**src/rtl/core/top_k_word_insertion_list_core_defines.svh**
```systemverilog
// ----------------------------------------------------------------------------
// Assertion macros for the top-k word insertion list core
// Clocked on clk_i, disabled while rst_ni is low; empty under synthesis.
// ----------------------------------------------------------------------------
`ifndef TOP_K_WORD_INSERTION_LIST_CORE_DEFINES_SVH
`define TOP_K_WORD_INSERTION_LIST_CORE_DEFINES_SVH

`ifndef SYNTHESIS
// Check that a property holds at every clock edge out of reset.
`define TKWL_ASSERT(lbl, prop, msg) \
  lbl: assert property (@(posedge clk_i) disable iff (!rst_ni) (prop)) else $error(msg);
// Check that a condition never occurs out of reset.
`define TKWL_ASSERT_NEVER(lbl, cond, msg) \
  lbl: assert property (@(posedge clk_i) disable iff (!rst_ni) !(cond)) else $error(msg);
`else
`define TKWL_ASSERT(lbl, prop, msg)
`define TKWL_ASSERT_NEVER(lbl, cond, msg)
`endif

`endif

```
**src/rtl/core/tkwl_pkg.sv**
```systemverilog
// ----------------------------------------------------------------------------
// tkwl_pkg
// Types, codes and defaults shared by the top-k word insertion list core.
// ----------------------------------------------------------------------------
package tkwl_pkg;

  localparam int LIST_ENTRIES_DEF  = 16;
  localparam int WORD_CAPACITY_DEF = 48;
  localparam int QUEUE_DEPTH       = 2;

  // Operation codes of the input word
  localparam logic [1:0] OP_PUSH  = 2'd0;
  localparam logic [1:0] OP_READ  = 2'd1;
  localparam logic [1:0] OP_CLEAR = 2'd2;

  // Report kinds of the result word
  localparam logic KIND_INSERT = 1'b0;
  localparam logic KIND_READ   = 1'b1;

  typedef struct packed {
    logic [1:0]  operation;
    logic [20:0] code_point;
    logic        last;
    logic [7:0]  probability;
    logic [3:0]  read_slot;
    logic [5:0]  read_offset;
  } in_word_t;

  typedef struct packed {
    logic        report_kind;
    logic        inserted;
    logic [3:0]  insert_slot;
    logic [20:0] entry_code_point;
    logic [5:0]  entry_length;
    logic [7:0]  entry_probability;
  } out_word_t;

  typedef enum logic [1:0] {
    CMD_PUSH,
    CMD_LAST,
    CMD_READ,
    CMD_CLEAR
  } cmd_e;

  typedef struct packed {
    cmd_e        cmd;
    logic [20:0] code_point;
    logic [7:0]  probability;
    logic [3:0]  read_slot;
    logic [5:0]  read_offset;
  } cmd_word_t;

  typedef enum logic [1:0] {
    ST_IDLE,
    ST_SEARCH,
    ST_READ,
    ST_RDOUT
  } state_e;

endpackage

```
**src/rtl/core/tkwl_front.sv**
```systemverilog
// ----------------------------------------------------------------------------
// tkwl_front
// Accepts input words, classifies them and holds them in a short queue.
// ----------------------------------------------------------------------------
`include "top_k_word_insertion_list_core_defines.svh"

module tkwl_front (
  input  logic                clk_i,
  input  logic                rst_ni,
  input  logic                start,
  output logic                busy,
  input  tkwl_pkg::in_word_t  in_word_i,
  output logic                head_valid_o,
  output tkwl_pkg::cmd_word_t head_o,
  input  logic                pop_i
);

  localparam int QPW = (tkwl_pkg::QUEUE_DEPTH > 1) ? $clog2(tkwl_pkg::QUEUE_DEPTH) : 1;
  localparam int QCW = $clog2(tkwl_pkg::QUEUE_DEPTH + 1);

  tkwl_pkg::cmd_word_t ent_q [tkwl_pkg::QUEUE_DEPTH];
  logic [QPW-1:0]      wr_ptr_q, wr_ptr_d;
  logic [QPW-1:0]      rd_ptr_q, rd_ptr_d;
  logic [QCW-1:0]      cnt_q, cnt_d;
  logic                full;
  logic                enq;
  logic                deq;
  tkwl_pkg::cmd_word_t cls;

  assign full = (32'(cnt_q) == tkwl_pkg::QUEUE_DEPTH);
  assign busy = full;

  // Classify the word; drop the unused operation code at the door
  always_comb begin
    cls.code_point  = in_word_i.code_point;
    cls.probability = in_word_i.probability;
    cls.read_slot   = in_word_i.read_slot;
    cls.read_offset = in_word_i.read_offset;
    cls.cmd         = tkwl_pkg::CMD_PUSH;
    enq             = start && !full;
    unique case (in_word_i.operation)
      tkwl_pkg::OP_PUSH:  cls.cmd = in_word_i.last ? tkwl_pkg::CMD_LAST : tkwl_pkg::CMD_PUSH;
      tkwl_pkg::OP_READ:  cls.cmd = tkwl_pkg::CMD_READ;
      tkwl_pkg::OP_CLEAR: cls.cmd = tkwl_pkg::CMD_CLEAR;
      default:            enq     = 1'b0;
    endcase
  end

  assign deq          = pop_i && (cnt_q != '0);
  assign head_valid_o = (cnt_q != '0);
  assign head_o       = ent_q[rd_ptr_q];

  // Advance pointers and fill count
  always_comb begin
    wr_ptr_d = wr_ptr_q;
    rd_ptr_d = rd_ptr_q;
    cnt_d    = cnt_q;
    if (enq) begin
      wr_ptr_d = (32'(wr_ptr_q) == tkwl_pkg::QUEUE_DEPTH - 1) ? '0 : wr_ptr_q + 1'b1;
    end
    if (deq) begin
      rd_ptr_d = (32'(rd_ptr_q) == tkwl_pkg::QUEUE_DEPTH - 1) ? '0 : rd_ptr_q + 1'b1;
    end
    if (enq && !deq) begin
      cnt_d = cnt_q + 1'b1;
    end else if (deq && !enq) begin
      cnt_d = cnt_q - 1'b1;
    end
  end

  always_ff @(posedge clk_i or negedge rst_ni) begin
    if (!rst_ni) begin
      wr_ptr_q <= '0;
      rd_ptr_q <= '0;
      cnt_q    <= '0;
    end else begin
      wr_ptr_q <= wr_ptr_d;
      rd_ptr_q <= rd_ptr_d;
      cnt_q    <= cnt_d;
    end
  end

  // Hold queued words
  always_ff @(posedge clk_i) begin
    if (enq) begin
      ent_q[wr_ptr_q] <= cls;
    end
  end

  `TKWL_ASSERT(a_queue_bound, 32'(cnt_q) <= tkwl_pkg::QUEUE_DEPTH, "queue count overflow")

endmodule

```
**config.mk**
```make
export PLATFORM = sky130hd
export DESIGN_NAME = tkwl_front
export DESIGN_NICKNAME = d
export VERILOG_FILES = /design/src/rtl/core/tkwl_pkg.sv /design/src/rtl/core/tkwl_front.sv
export VERILOG_INCLUDE_DIRS = /design/src /design/src/rtl/core
export SDC_FILE = /design/constraint.sdc
export NUM_CORES = 1
export LEC_CHECK = 0
export CAP_MARGIN = 20
export CORE_MARGIN = 4
export CORE_UTILIZATION = 45
export CTS_BUF_LIST = sky130_fd_sc_hd__clkbuf_16
export DETAILED_ROUTE_END_ITERATION = 8
export DONT_BUFFER_PORTS = 1
export PLACE_DENSITY = 0.62
export SYNTH_ARGS = -nofsm -noshare
export SYNTH_HDL_FRONTEND = slang
export SYNTH_SLANG_ARGS = --single-unit
export TNS_END_PERCENT = 10
```
**constraint.sdc**
```tcl
create_clock -name clk_i -period 9.45 [get_ports clk_i]
set_input_delay 1.4175 -clock clk_i [delete_from_list [all_inputs] [get_ports clk_i]]
set_output_delay 1.4175 -clock clk_i [all_outputs]
set_load 0.005 [all_outputs]
```
# == Word level (Yosys, flattened, before mapping) ==
# Memories as Yosys holds them, arrays and structs flattened.
# Index checks and enable logic that the tools add are counted.
# op_classes
n_addsub,4
eq_ne,3
mux,9
n_reduce_logical,11
# op_table
op,n
1-bit two-way mux,6
2-bit one-hot mux with 3 select lines,1
"2-bit equality test, second input constant",2
1-bit logical AND,4
2-bit two-way mux,2
2-bit nonzero test,2
1-bit zero test,3
3-bit OR reduction,1
"1-bit adder, second input constant",2
"2-bit by 1-bit adder with 2-bit output, second input constant",1
"2-bit by 1-bit equality test with 1-bit output, second input constant",1
2-bit zero test,1
"2-bit by 1-bit subtractor with 2-bit output, second input constant",1
# word_totals
regBits,4
mem_bits_rw,82
in_bits,46
out_inout_bits,43
elab_cells,31
mem_count,1
# memory_table
memory,words,width,rd,rd_clocked_by_memory_dff,write_ports,line_no,source
ent_q,2,41,1,0,1,tkwl_front.sv:21,tkwl_pkg::cmd_word_t ent_q [tkwl_pkg::QUEUE_DEPTH];

# == Longest topological paths before layout ==
# Gate-level depths: netlist of the first run.
# logic_depth
word_depth,8
ltp_mapped,6
mapped_depth_nobuf,6

# == Least setup slack after synthesis of the first run ==
# OpenSTA, ideal clock, no wires.
# synth_timing
path_kind,input -> register
start,in in_word_i[40] (netlist bit)
end,mem ent_q[0][0] (netlist bit) (enable)
setup_time_ns,0.444
t_arrival_ns,3.758
required_time_ns,9.006
setup_slack_ns,5.247
path_stages,3
n_path_buf,0
path_cell_list,ha_1 nor3b_4 nor2b_1
# synth_between
elab_chain_cells,5
word_cells_on_any_way,7
classes_between,eq/ne: 2; mux: 3; reduce/logical: 2
# synth_rtl
item,line_no,source
from (decl),tkwl_front.sv:12,"input tkwl_pkg::in_word_t in_word_i,"
"2-bit equality test, or another cell as far along",tkwl_front.sv:41,unique case (in_word_i.operation)
3-bit OR reduction (no source line) (*),--,
1-bit two-way mux (*),tkwl_front.sv:41,
via enq,tkwl_front.sv:26,logic enq;
1-bit two-way mux (*),tkwl_front.sv:85,if (enq) begin
1-bit two-way mux (implied by the code) (*),tkwl_front.sv:86,ent_q[wr_ptr_q] <= cls;
to (decl),tkwl_front.sv:21,
# The timed path passes the listed nets; every way through them passes the cells marked *.

==> results of run 1 <==
## routing by layer
layer / up-vias / global-route usage / share of wire
met5: - / 0 / 0
met4: 0 / 0.07204 / 0.026
met3: 13 / 0.06011 / 0.11
met2: 52 / 0.2085 / 0.53
met1: 664 / 0.1208 / 0.33
li1: 596 / - / -
## final cells by class
cell class,count,area (um^2)
Clock buffer,9,225.2
Clock inverter,6,102.6
Fill cell,533,3207
Inverter,2,7.507
Multi-Input combinational cell,58,615.6
Sequential cell,86,2564
Tap cell,96,120.1
Timing Repair Buffer,1,27.53
## stage by stage
stage | cells | setup WS, ps | util | hold slack (ps) | area (um^2)
after floorplan | 151 | 5247 | - | 447.4 | 3227
after global placement | 242 | 6227 | 0.4814 | 463.5 | 3307
after detailed placement | 242 | 6053 | 0.4814 | 473.8 | 3307
after CTS | 257 | 6211 | 0.5291 | 488.4 | 3635
after global routing | 258 | 6150 | 0.5332 | 516.5 | 3662
final | 258 | 6283 | 0.5332 | 487.8 | 3662
## report_power, final
part           leakage, uW  internal [uW]  total (uW)  switching [uW]
Sequential        0.000801            502         557            54.2
Combinational     0.000257           82.3         176            93.6
Clock             0.000164            254         378             124
Total              0.00122            839        1110             272
## registers in the layout, summed over array words and instances, names as in the netlist
signal and cells:
cnt_q 2, wr_ptr_q 1, rd_ptr_q 1, ent_q 82
## synth_stat cells
cell type  number
and2_1          1
buf_2           1
buf_6           4
dfrtp_1         4
edfxtp_1       82
ha_1            3
inv_1           2
mux2_1         39
mux2_2          2
nand2_1         1
nand3_1         1
nor2_1          1
nor2b_1         1
nor2b_2         1
nor3b_4         1
o21ai_0         1
or2_1           1
xnor2_1         2
xor2_1          3
## layout by cell type, fill, tap and decap left out, drive strengths merged
cell	count
xor2	3
nor2	1
nand3	1
o21ai	1
edfxtp	82
ha	3
or2	1
clkinv	2
bufinv	3
buf	1
dfrtp	4
xnor2	2
clkbuf	9
nor2b	2
inv	3
nand2	1
mux2	41
and2	1
nor3b	1
## kinds of logic after synthesis
family | after synthesis | share of synthesized area
AOI/OAI and AO/OA | 1 | 0.001550
xor gates and xnor gates | 5 | 0.01357
adders and majority gates | 3 | 0.01163
buffers and inverters | 7 | 0.01783
DFF | 86 | 0.7941
muxes | 41 | 0.1431
and+or+nand+nor | 8 | 0.01823
## worst paths after layout
path | startpoint | endpoint | cells after the start
hold / removal | cnt_q[1]$_DFFE_PN0P_ | cnt_q[1]$_DFFE_PN0P_ | 1
setup reg to reg | cnt_q[1]$_DFFE_PN0P_ | ent_q[1][21]$_DFFE_PP_ | 3
min in group asynchronous | rst_ni | rd_ptr_q$_DFFE_PN0P_ | 0
hold reg to reg | cnt_q[1]$_DFFE_PN0P_ | cnt_q[1]$_DFFE_PN0P_ | 1
setup / recovery | rd_ptr_q$_DFFE_PN0P_ | head_o[32] | 1
max in group asynchronous | rst_ni | rd_ptr_q$_DFFE_PN0P_ | 0
==> Flow_metrics.wiki, run 1 <==
{| class="wikitable"
! Metric !! Value
|-
| Combined global-route utilization of all metal layers || 0.1228
|-
| Post-Synthesis Cells || 151
|-
| Critical path buffer and inverter count || 0
|-
| Level count of the clock H-tree || 3
|-
| Detailed-route via count || 1325
|-
| Number of cell rows || 30
|-
| Number of detailed-routing iterations run before antenna repair || 4
|-
| Nets || 207
|-
| Overall power consumption || 1111 uW
|-
| Total Neg Setup Slack || 0 ps
|-
| Routability cong. || 0.6139
|-
| Startpoint kind of the worst setup timing path || register
|-
| Minimum setup slack among reg-to-reg paths || 7360 ps
|-
| Top cell type by total area after synthesis || edfxtp_1
|-
| Initial antenna violation count || 0
|-
| Antenna diode instance count || 0
|-
| Clock tree buffer depth || 2
|-
| Share of post-route cells with drive strength above 1 || 0.1296
|-
| Total wire length after detailed routing || 5060 um
|-
| Largest stage delay on the critical path || 980 ps
|-
| TritonCTS clock tree || done
|-
| Via count of the first global-routing pass || 1442
|-
| Distinct cell type count after synthesis || 19
|-
| Type of the most critical hold path || reg2reg
|-
| Wire length per cell || 19.61 um
|-
| Detail Route Antenna Nets || 0
|-
| Floorplan die height || 92.68 um
|-
| Cell with the largest stage delay on the worst path || dfrtp_2
|-
| Gate family responsible for the most delay along the worst path || flip-flops
|-
| Setup repair after global routing missed its margin || no
|-
| Number of gates resized after CTS || 0
|-
| Final-report hold violation count || 0
|-
| Maximum fanout encountered on the critical timing path || 42
|-
| 1st-iter DRT viols || 39
|-
| Core Region || 6869 um^2
|-
| Most area-consuming cells after synthesis || edfxtp_1, mux2_1, dfrtp_1, buf_6, ha_1
|-
| Measured slew at the worst slew-check pin || 998.3 ps
|-
| CTS Hold Bufs || 0
|-
| Highest achievable clock rate || 0.3158 GHz
|-
| Insertion delay to the later sink of the worst-skew pair || 320 ps
|-
| Buffers inserted during post-CTS setup optimization || 0
|-
| Max Clock Skew || 4.701 ps
|-
| Clock Sink Count || 86
|-
| Min cycle time layout || 3167 ps
|-
| Max Transition Viols Final || 0
|-
| Maximum number of pins on one net before global-route repair || 43
|-
| Cell-by-cell listing of the critical path || mux2_2
|-
| Cell leakage power || 0.001222 uW
|-
| Power Density || 303.2 nW/um^2
|-
| Count of input and output buffers || 0
|-
| Max IR drop VDD || 0.1993 mV
|-
| Clock-pin slew on the worst setup and hold paths || 60 ps
|-
| Number of failing setup endpoints in the final timing report || 0
|-
| Worst path arrival time || 1750 ps
|-
| Root cell of the clock tree || clkbuf_16
|-
| Worst endpoint required time || 8030 ps
|-
| Hpwl dp || 3332 um
|-
| Synthesis-to-finish area growth || 13.49%
|-
| Post-synthesis average cell area || 21.37 um^2
|-
| Die ar. || 8590 um^2
|-
| Status || finished clean
|-
| Synth warnings || 0
|-
| Yosys reg bits || 86
|-
| Die Width || 92.68 um
|-
| Post-route DRC violation count || 0
|-
| Nature of the critical path endpoint || output port
|-
| Total I/O pin count || 89
|-
| Routed vias/inst || 5.136
|-
| Period utilization || 0.3351
|-
| Summed instance area of the synthesized netlist || 3227 um^2
|-
| Number of buffers added by the clock tree synthesis step || 9
|-
| Worst max-slew margin expressed relative to the limit || 0.3345
|-
| Initial Utilization || 0.4698
|-
| Maximum Capacitance Violations || 0
|-
| Syn_nets || 200
|-
| Setup Crit Path Kind || reg2out
|-
| First-pass GRT wire length || 7783 um
|-
| Share of the synthesized area in the top cell type || 0.7631
|-
| Portion of the post-synthesis area used by sequential elements || 0.7941
|-
| Total global routing overflow || 0
|}
Note: power is estimated with default switching activity, not from simulation.
==> run 2, diff against run 1 <==
==> constraint.sdc (replaced) <==
create_clock -name clk_i -period 3.2 [get_ports clk_i]
set_input_delay 0.48 -clock clk_i [delete_from_list [all_inputs] [get_ports clk_i]]
set_output_delay 0.48 -clock clk_i [all_outputs]
set_load 0.005 [all_outputs]
==> Flow_metrics.wiki, run 2 (synthesis results as in run 1) <==
{| class="wikitable"
! Metric !! Value
|-
| Flip-flop count of the largest register after layout || 82 (unchanged)
|-
| Number of buffers added by the clock tree synthesis step || 9 (unchanged)
|-
| Initial Utilization || 0.4698 (unchanged)
|-
| Worst endpoint required time || 2720 ps (was 8030 ps)
|-
| Total global routing overflow || 0 (unchanged)
|-
| Cell leakage power || 0.001209 uW (was 0.001222 uW)
|-
| Max IR drop VDD || 0.4865 mV (was 0.1993 mV)
|-
| Level count of the clock H-tree || 3 (unchanged)
|-
| Nature of the critical path endpoint || output port (unchanged)
|-
| CTS Hold Bufs || 1 (was 0)
|-
| Max Clock Skew || 3.852 ps (was 4.701 ps)
|-
| Core Region || 6869 um^2 (unchanged)
|-
| Cell with the largest stage delay on the worst path || dfrtp_2 (unchanged)
|-
| Total Neg Setup Slack || 0 ps (unchanged)
|-
| Die Width || 92.68 um (unchanged)
|-
| Detail Route Antenna Nets || 0 (unchanged)
|-
| Maximum Capacitance Violations || 0 (unchanged)
|-
| Most frequent standard cell in the layout excluding fill and tap cells || edfxtp_1 (unchanged)
|-
| Number of failing setup endpoints in the final timing report || 0 (unchanged)
|-
| First-pass GRT wire length || 8121 um (was 7783 um)
|-
| Setup repair after global routing missed its margin || no (unchanged)
|-
| 1st-iter DRT viols || 37 (was 39)
|-
| Count of input and output buffers || 0 (unchanged)
|-
| Total area of multi-input combinational cells || 615.6 um^2 (unchanged)
|-
| Highest achievable clock rate || 0.4441 GHz
|-
| Number of detailed-routing iterations run before antenna repair || 5 (was 4)
|-
| Maximum number of pins on one net before global-route repair || 43 (unchanged)
|-
| Setup Crit Path Kind || reg2out (unchanged)
|-
| Fillcell total || 546 (was 533)
|-
| Min cycle time layout || 2252 ps
|-
| Worst path arrival time || 1770 ps (was 1750 ps)
|-
| Startpoint kind of the worst setup timing path || register (unchanged)
|-
| Routed vias/inst || 5.077 (was 5.136)
|-
| Insertion delay to the later sink of the worst-skew pair || 320 ps (about the same)
|-
| Detailed-route via count || 1325 (unchanged)
|-
| Combined flip-flop and latch cell area || 2564 um^2 (unchanged)
|-
| Share of post-route cells with drive strength above 1 || 0.1455 (was 0.1296)
|-
| Routability cong. || 0.6002 (was 0.6139)
|-
| Period utilization || 0.7037
|-
| Maximum fanout encountered on the critical timing path || 42 (unchanged)
|-
| Cell-by-cell listing of the critical path || mux2_1 (was mux2_2)
|-
| Critical path buffer and inverter count || 0 (unchanged)
|-
| TritonCTS clock tree || done (unchanged)
|-
| Die ar. || 8590 um^2 (unchanged)
|-
| Regs by FF count || ent_q x82, cnt_q x2 (unchanged)
|-
| Number of cell rows || 30 (unchanged)
|-
| Root cell of the clock tree || clkbuf_16 (unchanged)
|-
| Top register by number of flip-flops || ent_q (unchanged)
|-
| Combined global-route utilization of all metal layers || 0.1288 (was 0.1228)
|-
| Min Hold Slack || 252.1 ps (was 487.8 ps)
|-
| Gate family responsible for the most delay along the worst path || flip-flops (unchanged)
|-
| Clock tree buffer depth || 2 (unchanged)
|-
| Number of gates resized after CTS || 0 (unchanged)
|-
| Max Transition Viols Final || 0 (unchanged)
|-
| Post-route DRC violation count || 0 (unchanged)
|-
| Synthesis-to-finish area growth || 12.14% (was 13.49%)
|-
| Via count of the first global-routing pass || 1496 (was 1442)
|-
| Status || finished clean (unchanged)
|-
| Largest stage delay on the critical path || 1000 ps (was 980 ps)
|-
| Clock-pin slew on the worst setup and hold paths || 60 ps (about the same)
|-
| Type of the most critical hold path || in2reg (was reg2reg)
|-
| Wire length per cell || 20.15 um (was 19.61 um)
|-
| Final-report hold violation count || 0 (unchanged)
|-
| Buffers inserted during post-CTS setup optimization || 0 (unchanged)
|-
| Total wire length after detailed routing || 5258 um (was 5060 um)
|-
| Leading cell types in the layout, fill and taps excluded || edfxtp_1, mux2_1, clkbuf_16 (unchanged)
|-
| Nets || 210 (was 207)
|-
| Initial antenna violation count || 0 (unchanged)
|-
| Worst max-slew margin expressed relative to the limit || 0.3565 (was 0.3345)
|-
| Antenna diode instance count || 0 (unchanged)
|-
| Share of the core filled with cells || 0.5268 (was 0.5332)
|-
| Total I/O pin count || 89 (unchanged)
|-
| Hpwl dp || 3616 um (was 3332 um)
|-
| Measured slew at the worst slew-check pin || 965.3 ps (was 998.3 ps)
|-
| Power Density || 864.1 nW/um^2 (was 303.2 nW/um^2)
|-
| Floorplan die height || 92.68 um (unchanged)
|-
| Clock Sink Count || 86 (unchanged)
|}
## run 2: changes by cell type in the layout (fill, tap and decap cells not counted)
cell           delta
buf_16            -1
bufinv_16         -2
buf_4             +3
dlygate4sd3_1     +1
inv_1             -1
clkinv_2          +3
## run 2: layer usage
metal | wire (um) | vias to the layer above | global-route usage | part of all wire
li1 | - | 600 | - | -
met2 | 2950 | 47 | 0.2284 | 0.56
met4 | 70 | 0 | 0.05983 | 0.013
met5 | 0 | - | 0 | 0
met3 | 444 | 6 | 0.06174 | 0.084
met1 | 1793 | 672 | 0.1258 | 0.34
## run 2: path summary, 6_finish.rpt
path / from / end / slack, ps / depth (start not counted)
min: in_word_i[33] / ent_q[1][32]$_DFFE_PP_ / 250 / 0
min reg2reg: cnt_q[1]$_DFFE_PN0P_ / cnt_q[1]$_DFFE_PN0P_ / 500 / 1
max in group asynchronous: rst_ni / rd_ptr_q$_DFFE_PN0P_ / 2590 / 1
min in group asynchronous: rst_ni / cnt_q[1]$_DFFE_PN0P_ / 430 / 1
max: rd_ptr_q$_DFFE_PN0P_ / head_o[18] / 950 / 1
max reg2reg: cnt_q[1]$_DFFE_PN0P_ / ent_q[1][4]$_DFFE_PP_ / 1070 / 4
## run 2: power by group
group	internal (uW)	total, uW	switching [uW]
clock	591	959	368
combinational	239	524	285
sequential	1480	1640	163
## run 2: through the flow
step | worst slack [ps] | area (um^2) | cells | power [uW]
after global routing | 844.4 | 3618 | 261 | 3288
final | 948.0 | 3618 | 261 | 3127
after CTS | 908.1 | 3618 | 261 | 3178
after floorplan | 703.2 | 3229 | 151 | 2090
after detailed placement | 891.8 | 3329 | 245 | 2210
after global placement | 965.6 | 3329 | 245 | 2175
## run 2: area by class of cell
class	count	share of cell area
repair buffers	4	0.008990
flip-flops and latches	86	0.7085
clock inverters	6	0.01487
clock buffers	9	0.06224
inverters	2	0.002075
well taps	96	0.03319
multi-input cells	58	0.1701
==> run 3, diff against run 2 <==
==> constraint.sdc (replaced) <==
create_clock -name clk_i -period 2.12 [get_ports clk_i]
set_input_delay 0.318 -clock clk_i [delete_from_list [all_inputs] [get_ports clk_i]]
set_output_delay 0.318 -clock clk_i [all_outputs]
set_load 0.005 [all_outputs]
==> Flow_metrics.wiki, run 3 (synthesis results as in run 1) <==
{| class="wikitable"
! Metric !! Value
|-
| Power Density || 1333 nW/um^2 (was 864.1 nW/um^2)
|-
| Synthesis-to-finish area growth || 14.19% (was 12.14%)
|-
| Initial antenna violation count || 0 (unchanged)
|-
| Fillcell total || 536 (was 546)
|-
| First-pass GRT wire length || 7790 um (was 8121 um)
|-
| Share of post-route cells with drive strength above 1 || 0.1506 (was 0.1455)
|-
| Gate family responsible for the most delay along the worst path || multiplexers (was flip-flops)
|-
| Setup Crit Path Kind || reg2out (unchanged)
|-
| Post-route cell area || 3685 um^2 (was 3618 um^2)
|-
| Maximum Capacitance Violations || 0 (unchanged)
|-
| Count of input and output buffers || 0 (unchanged)
|-
| Nets || 211 (was 210)
|-
| Minimum setup slack among reg-to-reg paths || 450 ps (was 1070 ps)
|-
| Total Neg Setup Slack || 0 ps (unchanged)
|-
| Worst-case reg-to-reg path depth || 4 (unchanged)
|-
| Setup repair after global routing missed its margin || no (unchanged)
|-
| Most frequent standard cell in the layout excluding fill and tap cells || edfxtp_1 (unchanged)
|-
| Number of stages on the worst setup path || 2 (was 1)
|-
| Status || finished clean (unchanged)
|-
| Number of cell rows || 30 (unchanged)
|-
| Clock tree buffer depth || 2 (unchanged)
|-
| Detail Route Antenna Nets || 0 (unchanged)
|-
| Worst path arrival time || 1390 ps (was 1770 ps)
|-
| Nature of the critical path endpoint || output port (unchanged)
|-
| 1st-iter DRT viols || 50 (was 37)
|-
| Regs by FF count || ent_q x82, cnt_q x2 (unchanged)
|-
| RR Endpoint || ent_q[0][8]$_DFFE_PP_ (was ent_q[1][4]$_DFFE_PP_)
|-
| Cell leakage power || 0.001227 uW (was 0.001209 uW)
|-
| Worst max-slew margin expressed relative to the limit || 0.7845 (was 0.3565)
|-
| Worst setup path start || rd_ptr_q$_DFFE_PN0P_ (unchanged)
|-
| Die ar. || 8590 um^2 (unchanged)
|-
| Cell with the largest stage delay on the worst path || mux2_1 (was dfrtp_2)
|-
| Total global routing overflow || 0 (unchanged)
|-
| Measured slew at the worst slew-check pin || 323.2 ps (was 965.3 ps)
|-
| Via count of the first global-routing pass || 1467 (was 1496)
|-
| Max Transition Viols Final || 0 (unchanged)
|-
| Buffers inserted during post-CTS setup optimization || 0 (unchanged)
|-
| Maximum number of pins on one net before global-route repair || 39 (was 43)
|-
| Die Width || 92.68 um (unchanged)
|-
| Min cycle time layout || 1709 ps
|-
| Flip-flop count of the largest register after layout || 82 (unchanged)
|-
| Leading cell types in the layout, fill and taps excluded || edfxtp_1, mux2_1, clkbuf_16 (unchanged)
|-
| Startpoint kind of the worst setup timing path || register (unchanged)
|-
| Highest achievable clock rate || 0.5850 GHz
|-
| Combined global-route utilization of all metal layers || 0.1257 (was 0.1288)
|-
| Number of buffers added by the clock tree synthesis step || 9 (unchanged)
|-
| Routed vias/inst || 4.973 (was 5.077)
|-
| Critical path buffer and inverter count || 1 (was 0)
|-
| Type of the most critical hold path || in2reg (unchanged)
|-
| Hpwl dp || 3474 um (was 3616 um)
|-
| TritonCTS clock tree || done (unchanged)
|-
| Max Clock Skew || 6.285 ps (was 3.852 ps)
|-
| Floorplan die height || 92.68 um (unchanged)
|-
| Worst setup endpoint || head_o[26] (was head_o[18])
|-
| Total wire length after detailed routing || 5086 um (was 5258 um)
|-
| Wire length per cell || 19.41 um (was 20.15 um)
|-
| Top register by number of flip-flops || ent_q (unchanged)
|-
| Number of failing setup endpoints in the final timing report || 0 (unchanged)
|-
| RR Startpoint || cnt_q[1]$_DFFE_PN0P_ (unchanged)
|-
| Routability cong. || 0.6321 (was 0.6002)
|-
| Number of detailed-routing iterations run before antenna repair || 4 (was 5)
|-
| Worst endpoint required time || 1800 ps (was 2720 ps)
|-
| Share of the core filled with cells || 0.5364 (was 0.5268)
|-
| Cell-by-cell listing of the critical path || buf_4 -> mux2_1 (was mux2_1)
|-
| Period utilization || 0.8064
|-
| Maximum fanout encountered on the critical timing path || 25 (was 42)
|-
| Antenna diode instance count || 0 (unchanged)
|-
| Level count of the clock H-tree || 3 (unchanged)
|-
| Core Region || 6869 um^2 (unchanged)
|-
| Min Hold Slack || 78.94 ps (was 252.1 ps)
|-
| Max IR drop VDD || 0.6337 mV (was 0.4865 mV)
|-
| Total I/O pin count || 89 (unchanged)
|-
| Overall power consumption || 4910 uW (was 3127 uW)
|-
| Placement-stage cell area || 3362 um^2 (was 3329 um^2)
|-
| Insertion delay to the later sink of the worst-skew pair || 330 ps (was 320 ps)
|-
| Root cell of the clock tree || clkbuf_16 (unchanged)
|-
| Final-report hold violation count || 0 (unchanged)
|-
| Detailed-route via count || 1303 (was 1325)
|-
| Largest stage delay on the critical path || 400 ps (was 1000 ps)
|-
| Post-route DRC violation count || 0 (unchanged)
|-
| Clock Sink Count || 86 (unchanged)
|-
| Clock-pin slew on the worst setup and hold paths || 60 ps (about the same)
|-
| Initial Utilization || 0.4698 (unchanged)
|}
[run 3: worst min-delay path by stage]
stage	end	slack, ps	start	cells after the start
floorplan	cnt_q[0]$_DFFE_PN0P_	20	rst_ni	0
global route	ent_q[0][14]$_DFFE_PP_	60	in_word_i[14]	0
global placement	cnt_q[0]$_DFFE_PN0P_	20	rst_ni	0
detailed placement	cnt_q[1]$_DFFE_PN0P_	20	rst_ni	0
finish	ent_q[0][16]$_DFFE_PP_	80	in_word_i[16]	0
CTS	ent_q[1][20]$_DFFE_PP_	70	in_word_i[21]	0
[run 3: metal layers]
metal / share of wire / GRT usage / wire (um) / vias to the layer above
met5: 0 / 0 / 0 / -
met4: 0.018 / 0.06593 / 94 / 0
met3: 0.13 / 0.07636 / 639 / 9
met2: 0.51 / 0.2091 / 2617 / 56
met1: 0.34 / 0.1209 / 1735 / 633
li1: - / - / - / 605
[run 3: through the flow]
stage                     setup WS, ps  cells
final                            410.5    262
after global routing             333.9    262
after CTS                        376.8    262
after detailed placement         444.3    246
after global placement           497.4    246
after floorplan                 -100.4    151
[run 3: final cells by class]
type | instances | area [um^2] | area share
clock buffer | 9 | 225.2 | 0.06112
clock inverter | 6 | 87.58 | 0.02377
inverter | 2 | 7.507 | 0.002037
multi-input combinational | 58 | 615.6 | 0.1671
sequential | 86 | 2564 | 0.6958
tap | 96 | 120.1 | 0.03260
timing repair buffer | 5 | 65.06 | 0.01766
[run 3: what timing repair did]
item / in CTS / in global routing
setup endpoints to repair: 0 / 0
gates resized for setup: 0 / 0
hold endpoints to repair: 4 / 0
hold buffers: 1 / 0
[run 3: power breakdown]
| part | total [uW] | internal [uW] | switching (uW) |
|---|---|---|---|
| registers | 2320 | 2240 | 88.0 |
| clock network | 1610 | 1020 | 587 |
| logic | 976 | 401 | 575 |
